==> config.mk <==
export PLATFORM = sky130hd
export DESIGN_NAME = moving_median_filter
export DESIGN_NICKNAME = d
export VERILOG_FILES = /design/src/mmf_pkg.sv /design/src/mmf_lane.sv /design/src/mmf_datapath.sv /design/src/mmf_ctrl.sv /design/src/moving_median_filter.sv
export SDC_FILE = /design/constraint.sdc
export NUM_CORES = 2
export LEC_CHECK = 0
export ABC_CLOCK_PERIOD_IN_PS = 8300
export BUFFER_PORTS_ARGS = -buffer_cell sky130_fd_sc_hd__buf_2
export CORE_ASPECT_RATIO = 2
export CORE_MARGIN = 5
export CORE_UTILIZATION = 35
export DETAILED_ROUTE_END_ITERATION = 8
export PLACE_DENSITY_LB_ADDON = 0.25
export SLEW_MARGIN = 20
export SYNTH_ARGS = -nofsm -noshare
export SYNTH_HDL_FRONTEND = slang
export SYNTH_SLANG_ARGS = --single-unit
==> constraint.sdc <==
create_clock -name clk -period 8.3 [get_ports clk]
set_input_delay 1.245 -clock clk [delete_from_list [all_inputs] [get_ports clk]]
set_output_delay 1.245 -clock clk [all_outputs]
set_load 0.01 [all_outputs]
==> src/mmf_pkg.sv <==
// Shared types and constants for the moving median filter.
`default_nettype none
package mmf_pkg;

  localparam int unsigned WINDOW_DEPTH_DEFAULT = 16;
  localparam int unsigned TEMP_W = 15;
  localparam int unsigned HUM_W = 14;

  typedef struct packed {
    logic signed [TEMP_W-1:0] temperature_sample;
    logic [HUM_W-1:0]         humidity_sample;
  } in_item_t;

  typedef struct packed {
    logic signed [TEMP_W-1:0] temperature_median;
    logic [HUM_W-1:0]         humidity_median;
    logic                     window_full;
  } out_item_t;

  typedef enum logic [2:0] {
    ST_IDLE,
    ST_INIT,
    ST_MERGE,
    ST_MEDIAN,
    ST_DONE
  } ctrl_state_t;

  typedef struct packed {
    logic capture;
    logic merge_init;
    logic merge_run;
    logic median_sel;
    logic finish;
  } ctrl_cmd_t;

  typedef struct packed {
    logic merge_done;
    logic out_busy;
  } ctrl_status_t;

endpackage
`default_nettype wire

==> src/mmf_lane.sv <==
// One channel: ring window, ping-pong sorted copy and the merge sequencer.
`default_nettype none
module mmf_lane #(
  parameter int unsigned DEPTH = 16,
  parameter int unsigned W     = 14,
  parameter int unsigned IDX_W = 4,
  parameter int unsigned CNT_W = 5
) (
  input  wire                    clk,
  input  wire                    rst,
  input  mmf_pkg::ctrl_cmd_t     cmd,
  input  wire  [W-1:0]           sample,
  input  wire  [IDX_W-1:0]       write_slot,
  input  wire  [CNT_W-1:0]       n_old,
  input  wire  [IDX_W-1:0]       median_idx,
  input  wire                    rbank,
  output logic [W-1:0]           median,
  output logic                   done
);
  import mmf_pkg::*;

  localparam int unsigned SORT_DEPTH = 2 * (1 << IDX_W);

  logic [W-1:0] ring [DEPTH];
  logic [W-1:0] sorted [SORT_DEPTH];

  logic [W-1:0]     new_val;
  logic [W-1:0]     old_val;
  logic [W-1:0]     rd_q;
  logic [CNT_W-1:0] rd_ptr, rd_ptr_next, rd_ptr_inc;
  logic [CNT_W-1:0] wr_ptr, wr_ptr_next;
  logic             inserted, inserted_next;
  logic             deleted, deleted_next;
  logic             fetch, fetch_next;
  logic             done_next;
  logic             avail;
  logic [IDX_W:0]   rd_addr, wr_addr;
  logic             wr_en;
  logic [W-1:0]     wr_data;

  // read-first ring: old entry comes out as the new one goes in
  always_ff @(posedge clk) begin
    if (cmd.capture) begin
      old_val           <= ring[write_slot];
      ring[write_slot]  <= sample;
      new_val           <= sample;
    end
  end

  assign avail      = rd_ptr < n_old;
  assign rd_ptr_inc = rd_ptr + CNT_W'(1);
  assign rd_addr    = cmd.median_sel ? {~rbank, median_idx}
                                     : {rbank, (avail ? rd_ptr[IDX_W-1:0] : IDX_W'(0))};
  assign wr_addr    = {~rbank, wr_ptr[IDX_W-1:0]};

  always_comb begin
    rd_ptr_next   = rd_ptr;
    wr_ptr_next   = wr_ptr;
    inserted_next = inserted;
    deleted_next  = deleted;
    fetch_next    = fetch;
    done_next     = done;
    wr_en         = 1'b0;
    wr_data       = rd_q;
    if (cmd.merge_init) begin
      rd_ptr_next   = '0;
      wr_ptr_next   = '0;
      inserted_next = 1'b0;
      deleted_next  = (n_old != CNT_W'(DEPTH));
      fetch_next    = (n_old != '0);
      done_next     = 1'b0;
    end else if (cmd.merge_run && !done) begin
      if (fetch) begin
        fetch_next = 1'b0;
      end else if (avail && !deleted && rd_q == old_val) begin
        deleted_next = 1'b1;
        rd_ptr_next  = rd_ptr_inc;
        fetch_next   = rd_ptr_inc < n_old;
      end else if (!inserted && (!avail || new_val <= rd_q)) begin
        wr_en         = 1'b1;
        wr_data       = new_val;
        wr_ptr_next   = wr_ptr + CNT_W'(1);
        inserted_next = 1'b1;
      end else if (avail) begin
        wr_en       = 1'b1;
        wr_data     = rd_q;
        wr_ptr_next = wr_ptr + CNT_W'(1);
        rd_ptr_next = rd_ptr_inc;
        fetch_next  = rd_ptr_inc < n_old;
      end else begin
        done_next = 1'b1;
      end
    end
  end

  always_ff @(posedge clk) begin
    if (wr_en) begin
      sorted[wr_addr] <= wr_data;
    end
    rd_q <= sorted[rd_addr];
  end

  always_ff @(posedge clk) begin
    if (rst) begin
      rd_ptr   <= '0;
      wr_ptr   <= '0;
      inserted <= 1'b0;
      deleted  <= 1'b0;
      fetch    <= 1'b0;
      done     <= 1'b0;
    end else begin
      rd_ptr   <= rd_ptr_next;
      wr_ptr   <= wr_ptr_next;
      inserted <= inserted_next;
      deleted  <= deleted_next;
      fetch    <= fetch_next;
      done     <= done_next;
    end
  end

  assign median = rd_q;

endmodule
`default_nettype wire

==> src/mmf_datapath.sv <==
// Datapath: window counters, two channel lanes and the result register.
`default_nettype none
module mmf_datapath #(
  parameter int unsigned DEPTH = 16,
  parameter int unsigned IDX_W = 4,
  parameter int unsigned CNT_W = 5
) (
  input  wire                   clk,
  input  wire                   rst,
  input  mmf_pkg::ctrl_cmd_t    cmd,
  output mmf_pkg::ctrl_status_t status,
  input  mmf_pkg::in_item_t     sample,
  output mmf_pkg::out_item_t    median,
  output logic                  median_valid,
  input  wire                   median_stall
);
  import mmf_pkg::*;

  logic [IDX_W-1:0]  write_slot;
  logic [CNT_W-1:0]  fill_count;
  logic [CNT_W-1:0]  n_old;
  logic [CNT_W-1:0]  half_count;
  logic              rbank;
  logic [TEMP_W-1:0] temp_key;
  logic [TEMP_W-1:0] temp_med;
  logic [HUM_W-1:0]  hum_med;
  logic              temp_done;
  logic              hum_done;

  // offset binary so the lane compares unsigned
  assign temp_key   = {~sample.temperature_sample[TEMP_W-1],
                       sample.temperature_sample[TEMP_W-2:0]};
  assign half_count = fill_count >> 1;

  mmf_lane #(
    .DEPTH (DEPTH),
    .W     (TEMP_W),
    .IDX_W (IDX_W),
    .CNT_W (CNT_W)
  ) u_temp_lane (
    .clk        (clk),
    .rst        (rst),
    .cmd        (cmd),
    .sample     (temp_key),
    .write_slot (write_slot),
    .n_old      (n_old),
    .median_idx (half_count[IDX_W-1:0]),
    .rbank      (rbank),
    .median     (temp_med),
    .done       (temp_done)
  );

  mmf_lane #(
    .DEPTH (DEPTH),
    .W     (HUM_W),
    .IDX_W (IDX_W),
    .CNT_W (CNT_W)
  ) u_hum_lane (
    .clk        (clk),
    .rst        (rst),
    .cmd        (cmd),
    .sample     (sample.humidity_sample),
    .write_slot (write_slot),
    .n_old      (n_old),
    .median_idx (half_count[IDX_W-1:0]),
    .rbank      (rbank),
    .median     (hum_med),
    .done       (hum_done)
  );

  always_ff @(posedge clk) begin
    if (rst) begin
      write_slot   <= '0;
      fill_count   <= '0;
      n_old        <= '0;
      rbank        <= 1'b0;
      median_valid <= 1'b0;
    end else begin
      if (cmd.capture) begin
        write_slot <= (write_slot == IDX_W'(DEPTH - 1)) ? '0 : write_slot + IDX_W'(1);
        fill_count <= (fill_count == CNT_W'(DEPTH)) ? fill_count : fill_count + CNT_W'(1);
        n_old      <= fill_count;
      end
      if (cmd.finish) begin
        rbank        <= ~rbank;
        median_valid <= 1'b1;
      end else if (median_valid && !median_stall) begin
        median_valid <= 1'b0;
      end
    end
  end

  always_ff @(posedge clk) begin
    if (cmd.finish) begin
      median.temperature_median <= {~temp_med[TEMP_W-1], temp_med[TEMP_W-2:0]};
      median.humidity_median    <= hum_med;
      median.window_full        <= (fill_count == CNT_W'(DEPTH));
    end
  end

  assign status.merge_done = temp_done && hum_done;
  assign status.out_busy   = median_valid && median_stall;

endmodule
`default_nettype wire

==> src/mmf_ctrl.sv <==
// Controller state machine sequencing capture, merge, median read and result load.
`default_nettype none
module mmf_ctrl (
  input  wire                   clk,
  input  wire                   rst,
  input  wire                   sample_valid,
  output logic                  sample_stall,
  input  mmf_pkg::ctrl_status_t status,
  output mmf_pkg::ctrl_cmd_t    cmd
);
  import mmf_pkg::*;

  ctrl_state_t state, state_next;

  always_ff @(posedge clk) begin
    if (rst) begin
      state <= ST_IDLE;
    end else begin
      state <= state_next;
    end
  end

  always_comb begin
    state_next = state;
    case (state)
      ST_IDLE:   if (sample_valid) state_next = ST_INIT;
      ST_INIT:   state_next = ST_MERGE;
      ST_MERGE:  if (status.merge_done) state_next = ST_MEDIAN;
      ST_MEDIAN: state_next = ST_DONE;
      ST_DONE:   if (!status.out_busy) state_next = ST_IDLE;
      default:   state_next = ST_IDLE;
    endcase
  end

  always_comb begin
    cmd          = '0;
    sample_stall = 1'b1;
    case (state)
      ST_IDLE: begin
        sample_stall = 1'b0;
        cmd.capture  = sample_valid;
      end
      ST_INIT:   cmd.merge_init = 1'b1;
      ST_MERGE:  cmd.merge_run = 1'b1;
      ST_MEDIAN: cmd.median_sel = 1'b1;
      ST_DONE: begin
        cmd.median_sel = 1'b1;
        cmd.finish     = !status.out_busy;
      end
      default: cmd = '0;
    endcase
  end

endmodule
`default_nettype wire

==> src/moving_median_filter.sv <==
// Top level of the two-channel running median filter.
// Each sample runs a merge pass over the N samples held before it, which reads the sorted
// copy one entry at a time; the median is then read from the merged copy. A new sample
// is taken only once the previous median has been loaded into the result register,
// later while a stalled median holds that register.
// Reset (rst, synchronous) empties the window and drops any pending result.
`default_nettype none
module moving_median_filter #(
  parameter int unsigned WINDOW_DEPTH = mmf_pkg::WINDOW_DEPTH_DEFAULT
) (
  input  wire                clk,
  input  wire                rst,
  input  wire                sample_valid,
  output logic               sample_stall,
  input  mmf_pkg::in_item_t  sample,
  output logic               median_valid,
  input  wire                median_stall,
  output mmf_pkg::out_item_t median
);
  import mmf_pkg::*;

  localparam int unsigned IDX_W = (WINDOW_DEPTH > 1) ? $clog2(WINDOW_DEPTH) : 1;
  localparam int unsigned CNT_W = $clog2(WINDOW_DEPTH + 1);

  ctrl_cmd_t    cmd;
  ctrl_status_t status;

  mmf_ctrl u_ctrl (
    .clk          (clk),
    .rst          (rst),
    .sample_valid (sample_valid),
    .sample_stall (sample_stall),
    .status       (status),
    .cmd          (cmd)
  );

  mmf_datapath #(
    .DEPTH (WINDOW_DEPTH),
    .IDX_W (IDX_W),
    .CNT_W (CNT_W)
  ) u_datapath (
    .clk          (clk),
    .rst          (rst),
    .cmd          (cmd),
    .status       (status),
    .sample       (sample),
    .median       (median),
    .median_valid (median_valid),
    .median_stall (median_stall)
  );

endmodule
`default_nettype wire

==> qor.log <==
[timing] final cycle utilization of the critical path 61.8%
[detailed_routing] post-DR vias/cell 5.38
[logic_synthesis] Yosys cell types 79
[global_route] GRT Resource Usage Total 18.5%
[die] num ports 65
[timing] Fin Hold WS 0.474 ns
[power] IR drop worst, VDD 0.175 mV
[clock_network] Post-CTS Setup Bufs 0
[global_route] antenna violations before repair 12
[logic_synthesis] Syn Inst Count 3724
[die] Die Span X 306 um
[critical_path] Required @ worst endpoint 9.03 ns
[run_status] status finished clean
[cells_and_area] Area growth, synth to finish 12.9%
[detailed_routing] initial DRC count 2675
[placement] HPWL after detailed placement 115000 um
[die] Die Footprint 184000 um^2
[detailed_routing] total length of routed wires 174000 um
[clock_network] clock tree from TritonCTS built
[timing] pins over their slew limit 0
[clock_network] root buf cell sky130_fd_sc_hd__clkbuf_16
[global_route] via count of the first global-routing pass 34800
[clock_network] cts bufs inserted 145
[cells_and_area] count of nets after finishing 3958
[detailed_routing] number of design rule violations left after detail routing 0
[timing] clk_skew 0.0677 ns
[detailed_routing] number of antenna-violating nets in the routed design 0
[timing] slew at the pin closest to its max-slew limit 1.14 ns
[timing] setup_tns 0 ns
[logic_synthesis] post-synthesis instance area 61200 um^2
[hold_path] type of the worst min-delay path register to register
[clock_network] post-cts sizing count 0
[timing] highest clock frequency the design can meet 195 MHz
[logic_synthesis] Synth Warn # 0
[detailed_routing] average wire per standard cell 27.7 um
[logic_synthesis] fraction of synthesis flops using an asynchronous set or reset pin 0%
[critical_path] biggest fanout along the worst timing path 76
[timing] relative max-transition margin 23.7%
[clock_network] maximum level of the CTS H-tree 4
[placement] RD Place Congestion 0.920
[critical_path] CP endpoint kind register
[power] Total Power Consumption 15900 uW
[clock_network] clock transition time at the flip-flop clock pins of the worst setup and hold paths 0.07 ns
[clock_network] later-pin clock latency in the skew report 0.79 ns
[power] Static Leakage 0.0221 uW
[clock_network] count of hold buffers inserted by post-cts repair 0
[cells_and_area] layout cells sized above 1 16.9%
[global_route] maximum number of pins on one net before global-route repair 128
[logic_synthesis] Post-Syn Area per Cell 16.4 um^2
[critical_path] CP Class register to register
[logic_synthesis] sequential share of the synthesized area 75.1%
[critical_path] crit path launch type register
[timing] clock period minus worst slack 5.13 ns
[detailed_routing] Pre-Repair DR Iteration Count 6
[die] Std-Cell Rows 217
[timing] total count of hold-check failures in the final report 0
[global_route] total congestion overflow 0
[critical_path] CP arrival 5.86 ns
[logic_synthesis] count of state elements after synthesis 1554
[global_route] first-pass GRT wire length 250000 um
[timing] final setup vio count 0
[clock_network] Max Buffers Root-to-Sink 4
[logic_synthesis] EDFF count, synth 1480
[placement] Post-DP Area 64700 um^2
[flow_run] max-cap violation count 0
[clock_network] clock tree sinks 1554
[cells_and_area] final instance area 69100 um^2
[power] power density relative to cell area 231 nW/um^2
[die] floorplan die height 601 um
[cells_and_area] number of fill cells in the layout 16100
[die] Initial Util 35.1%
[die] core region area 174000 um^2
[logic_synthesis] syn_nets 3818
[timing] setup repair after global routing missed its margin no
[cells_and_area] utilization after layout 39.6%
[logic_synthesis] Most used DFF post-synth sky130_fd_sc_hd__edfxtp_1
[detailed_routing] Vias 33700
[placement] number of I/O port buffers 64
flip-flops by register name (all words and copies together) (netlist names), 5 cells and up:
name,count
u_datapath.u_hum_lane.rd_ptr,5
u_datapath.u_temp_lane.sorted,480
u_datapath.median,30
u_datapath.u_hum_lane.ring,224
u_datapath.u_hum_lane.median,14
u_datapath.u_temp_lane.median,15
u_datapath.u_hum_lane.new_val,14
u_datapath.u_temp_lane.old_val,15
u_datapath.u_temp_lane.new_val,15
u_datapath.fill_count,5
u_datapath.u_temp_lane.ring,240
u_datapath.n_old,5
u_datapath.u_hum_lane.sorted,448
u_datapath.u_temp_lane.rd_ptr,5
u_datapath.u_hum_lane.old_val,14
worst max-delay path, stage by stage (launching register included):
cell and delay (ns):
sky130_fd_sc_hd__dfxtp_1 0.37, sky130_fd_sc_hd__inv_1 0.12, sky130_fd_sc_hd__ha_1 0.31, sky130_fd_sc_hd__a2111oi_2 0.30, sky130_fd_sc_hd__o31a_1 0.78, sky130_fd_sc_hd__a31o_4 0.74, sky130_fd_sc_hd__buf_4 0.78, sky130_fd_sc_hd__nand2_1 0.11
sky130_fd_sc_hd__a32o_1 0.32, sky130_fd_sc_hd__a2111oi_1 0.88, sky130_fd_sc_hd__o211a_1 0.26
power by group:
part	switching (uW)	internal (uW)
Combinational	514	238
Clock	2840	3510
Sequential	72.2	8760
Total	3430	12500
synthesized netlist by cell type, types with 52 or more instances:
library cell	instances	area share [%]
sky130_fd_sc_hd__a21oi_1	216	1.8
sky130_fd_sc_hd__buf_2	83	0.68
sky130_fd_sc_hd__clkbuf_1	70	0.43
sky130_fd_sc_hd__dfxtp_1	74	2.4
sky130_fd_sc_hd__edfxtp_1	1480	73
sky130_fd_sc_hd__ha_1	61	1.2
sky130_fd_sc_hd__inv_1	52	0.32
sky130_fd_sc_hd__mux2_2	55	1.0
sky130_fd_sc_hd__mux2i_1	59	0.97
sky130_fd_sc_hd__mux4_2	145	5.3
sky130_fd_sc_hd__nand2_1	527	3.2
sky130_fd_sc_hd__nand3_1	74	0.61
sky130_fd_sc_hd__nor2_1	149	0.91
sky130_fd_sc_hd__o21ai_0	66	0.54
per-layer routing:
metal / vias to the layer above / global-route usage [%] / share of wire [%]
li1: 14800 / - / -
met1: 17700 / 18.8 / 34
met2: 863 / 36.3 / 57
met3: 352 / 2.18 / 3.5
met4: 8 / 9.55 / 6.1
met5: - / 0 / 0.028
layout make-up:
type / instances / area [um^2] / area share, %
multi-input cells: 1914 / 14400 / 20.8
well taps: 2299 / 2880 / 4.16
clock inverters: 55 / 444 / 0.643
flip-flops and latches: 1554 / 45900 / 66.5
diodes: 2 / 5.00 / 0.00725
repair buffers: 196 / 1330 / 1.93
clock buffers: 191 / 3880 / 5.62
inverters: 53 / 200 / 0.290
cell families (layout without fill, tap and decap cells):
logic type      Yosys count  after routing  share of synthesized area, %
flops                  1554           1554                          75.1
fa+ha+maj                61             61                          1.25
simple gates            881            881                          6.10
compound gates          657            657                          7.53
mux                     259            259                          7.31
xor+xnor                 56             56                         0.802
other cells               0              2                             0
buf+inv                 256            495                          1.96
layout by cell type (no fill, tap or decap), types with 13 or more instances in the layout:
cell type / Yosys / layout
sky130_fd_sc_hd__a21o_1: 18 / 18
sky130_fd_sc_hd__o221ai_1: 42 / 42
sky130_fd_sc_hd__edfxtp_1: 1480 / 1480
sky130_fd_sc_hd__o21ai_2: 0 / 14
sky130_fd_sc_hd__a21oi_1: 216 / 216
sky130_fd_sc_hd__a32o_1: 32 / 32
sky130_fd_sc_hd__nor2_2: 1 / 17
sky130_fd_sc_hd__o211ai_1: 20 / 20
sky130_fd_sc_hd__xnor2_1: 16 / 16
sky130_fd_sc_hd__clkbuf_1: 70 / 40
sky130_fd_sc_hd__clkinv_1: 0 / 21
sky130_fd_sc_hd__buf_4: 18 / 128
sky130_fd_sc_hd__mux4_2: 145 / 145
sky130_fd_sc_hd__nor2_1: 149 / 121
sky130_fd_sc_hd__o21ai_0: 66 / 51
sky130_fd_sc_hd__a32oi_1: 40 / 40
sky130_fd_sc_hd__a22oi_1: 33 / 33
sky130_fd_sc_hd__a211oi_1: 14 / 13
sky130_fd_sc_hd__nor3_1: 36 / 32
sky130_fd_sc_hd__buf_2: 83 / 66
sky130_fd_sc_hd__inv_1: 52 / 51
sky130_fd_sc_hd__nor2_4: 1 / 13
sky130_fd_sc_hd__a22o_1: 50 / 50
sky130_fd_sc_hd__a31oi_1: 16 / 15
sky130_fd_sc_hd__nand4_1: 24 / 24
sky130_fd_sc_hd__dfxtp_1: 74 / 70
sky130_fd_sc_hd__nand3_1: 74 / 74
sky130_fd_sc_hd__clkbuf_16: 0 / 147
sky130_fd_sc_hd__mux2_2: 55 / 55
sky130_fd_sc_hd__nand2_1: 527 / 527
sky130_fd_sc_hd__ha_1: 61 / 61
sky130_fd_sc_hd__mux2i_1: 59 / 59
sky130_fd_sc_hd__o22ai_1: 41 / 41
sky130_fd_sc_hd__xor2_1: 40 / 40
sky130_fd_sc_hd__clkinv_2: 0 / 23
sky130_fd_sc_hd__and3_1: 16 / 16
path summary, 6_finish.rpt:
path / cells past startpoint / from / end / slack (ns)
setup / recovery: 10 / u_datapath.n_old[1] / u_datapath.u_hum_lane.median[1] / 3.17
hold / removal: 2 / u_datapath.n_old[4] / u_datapath.n_old[4] / 0.47
setup reg to reg: 10 / u_datapath.n_old[1] / u_datapath.u_hum_lane.median[1] / 3.17
hold reg to reg: 2 / u_datapath.n_old[4] / u_datapath.n_old[4] / 0.47
through the flow:
step / cells / setup slack (ns)
floorplan: 3724 / 2.19
global placement: 6014 / 2.30
detailed placement: 6016 / 3.11
CTS: 6262 / 3.11
global route: 6263 / 2.89
finish: 6264 / 3.17
Power figures use the tool's default switching activity.
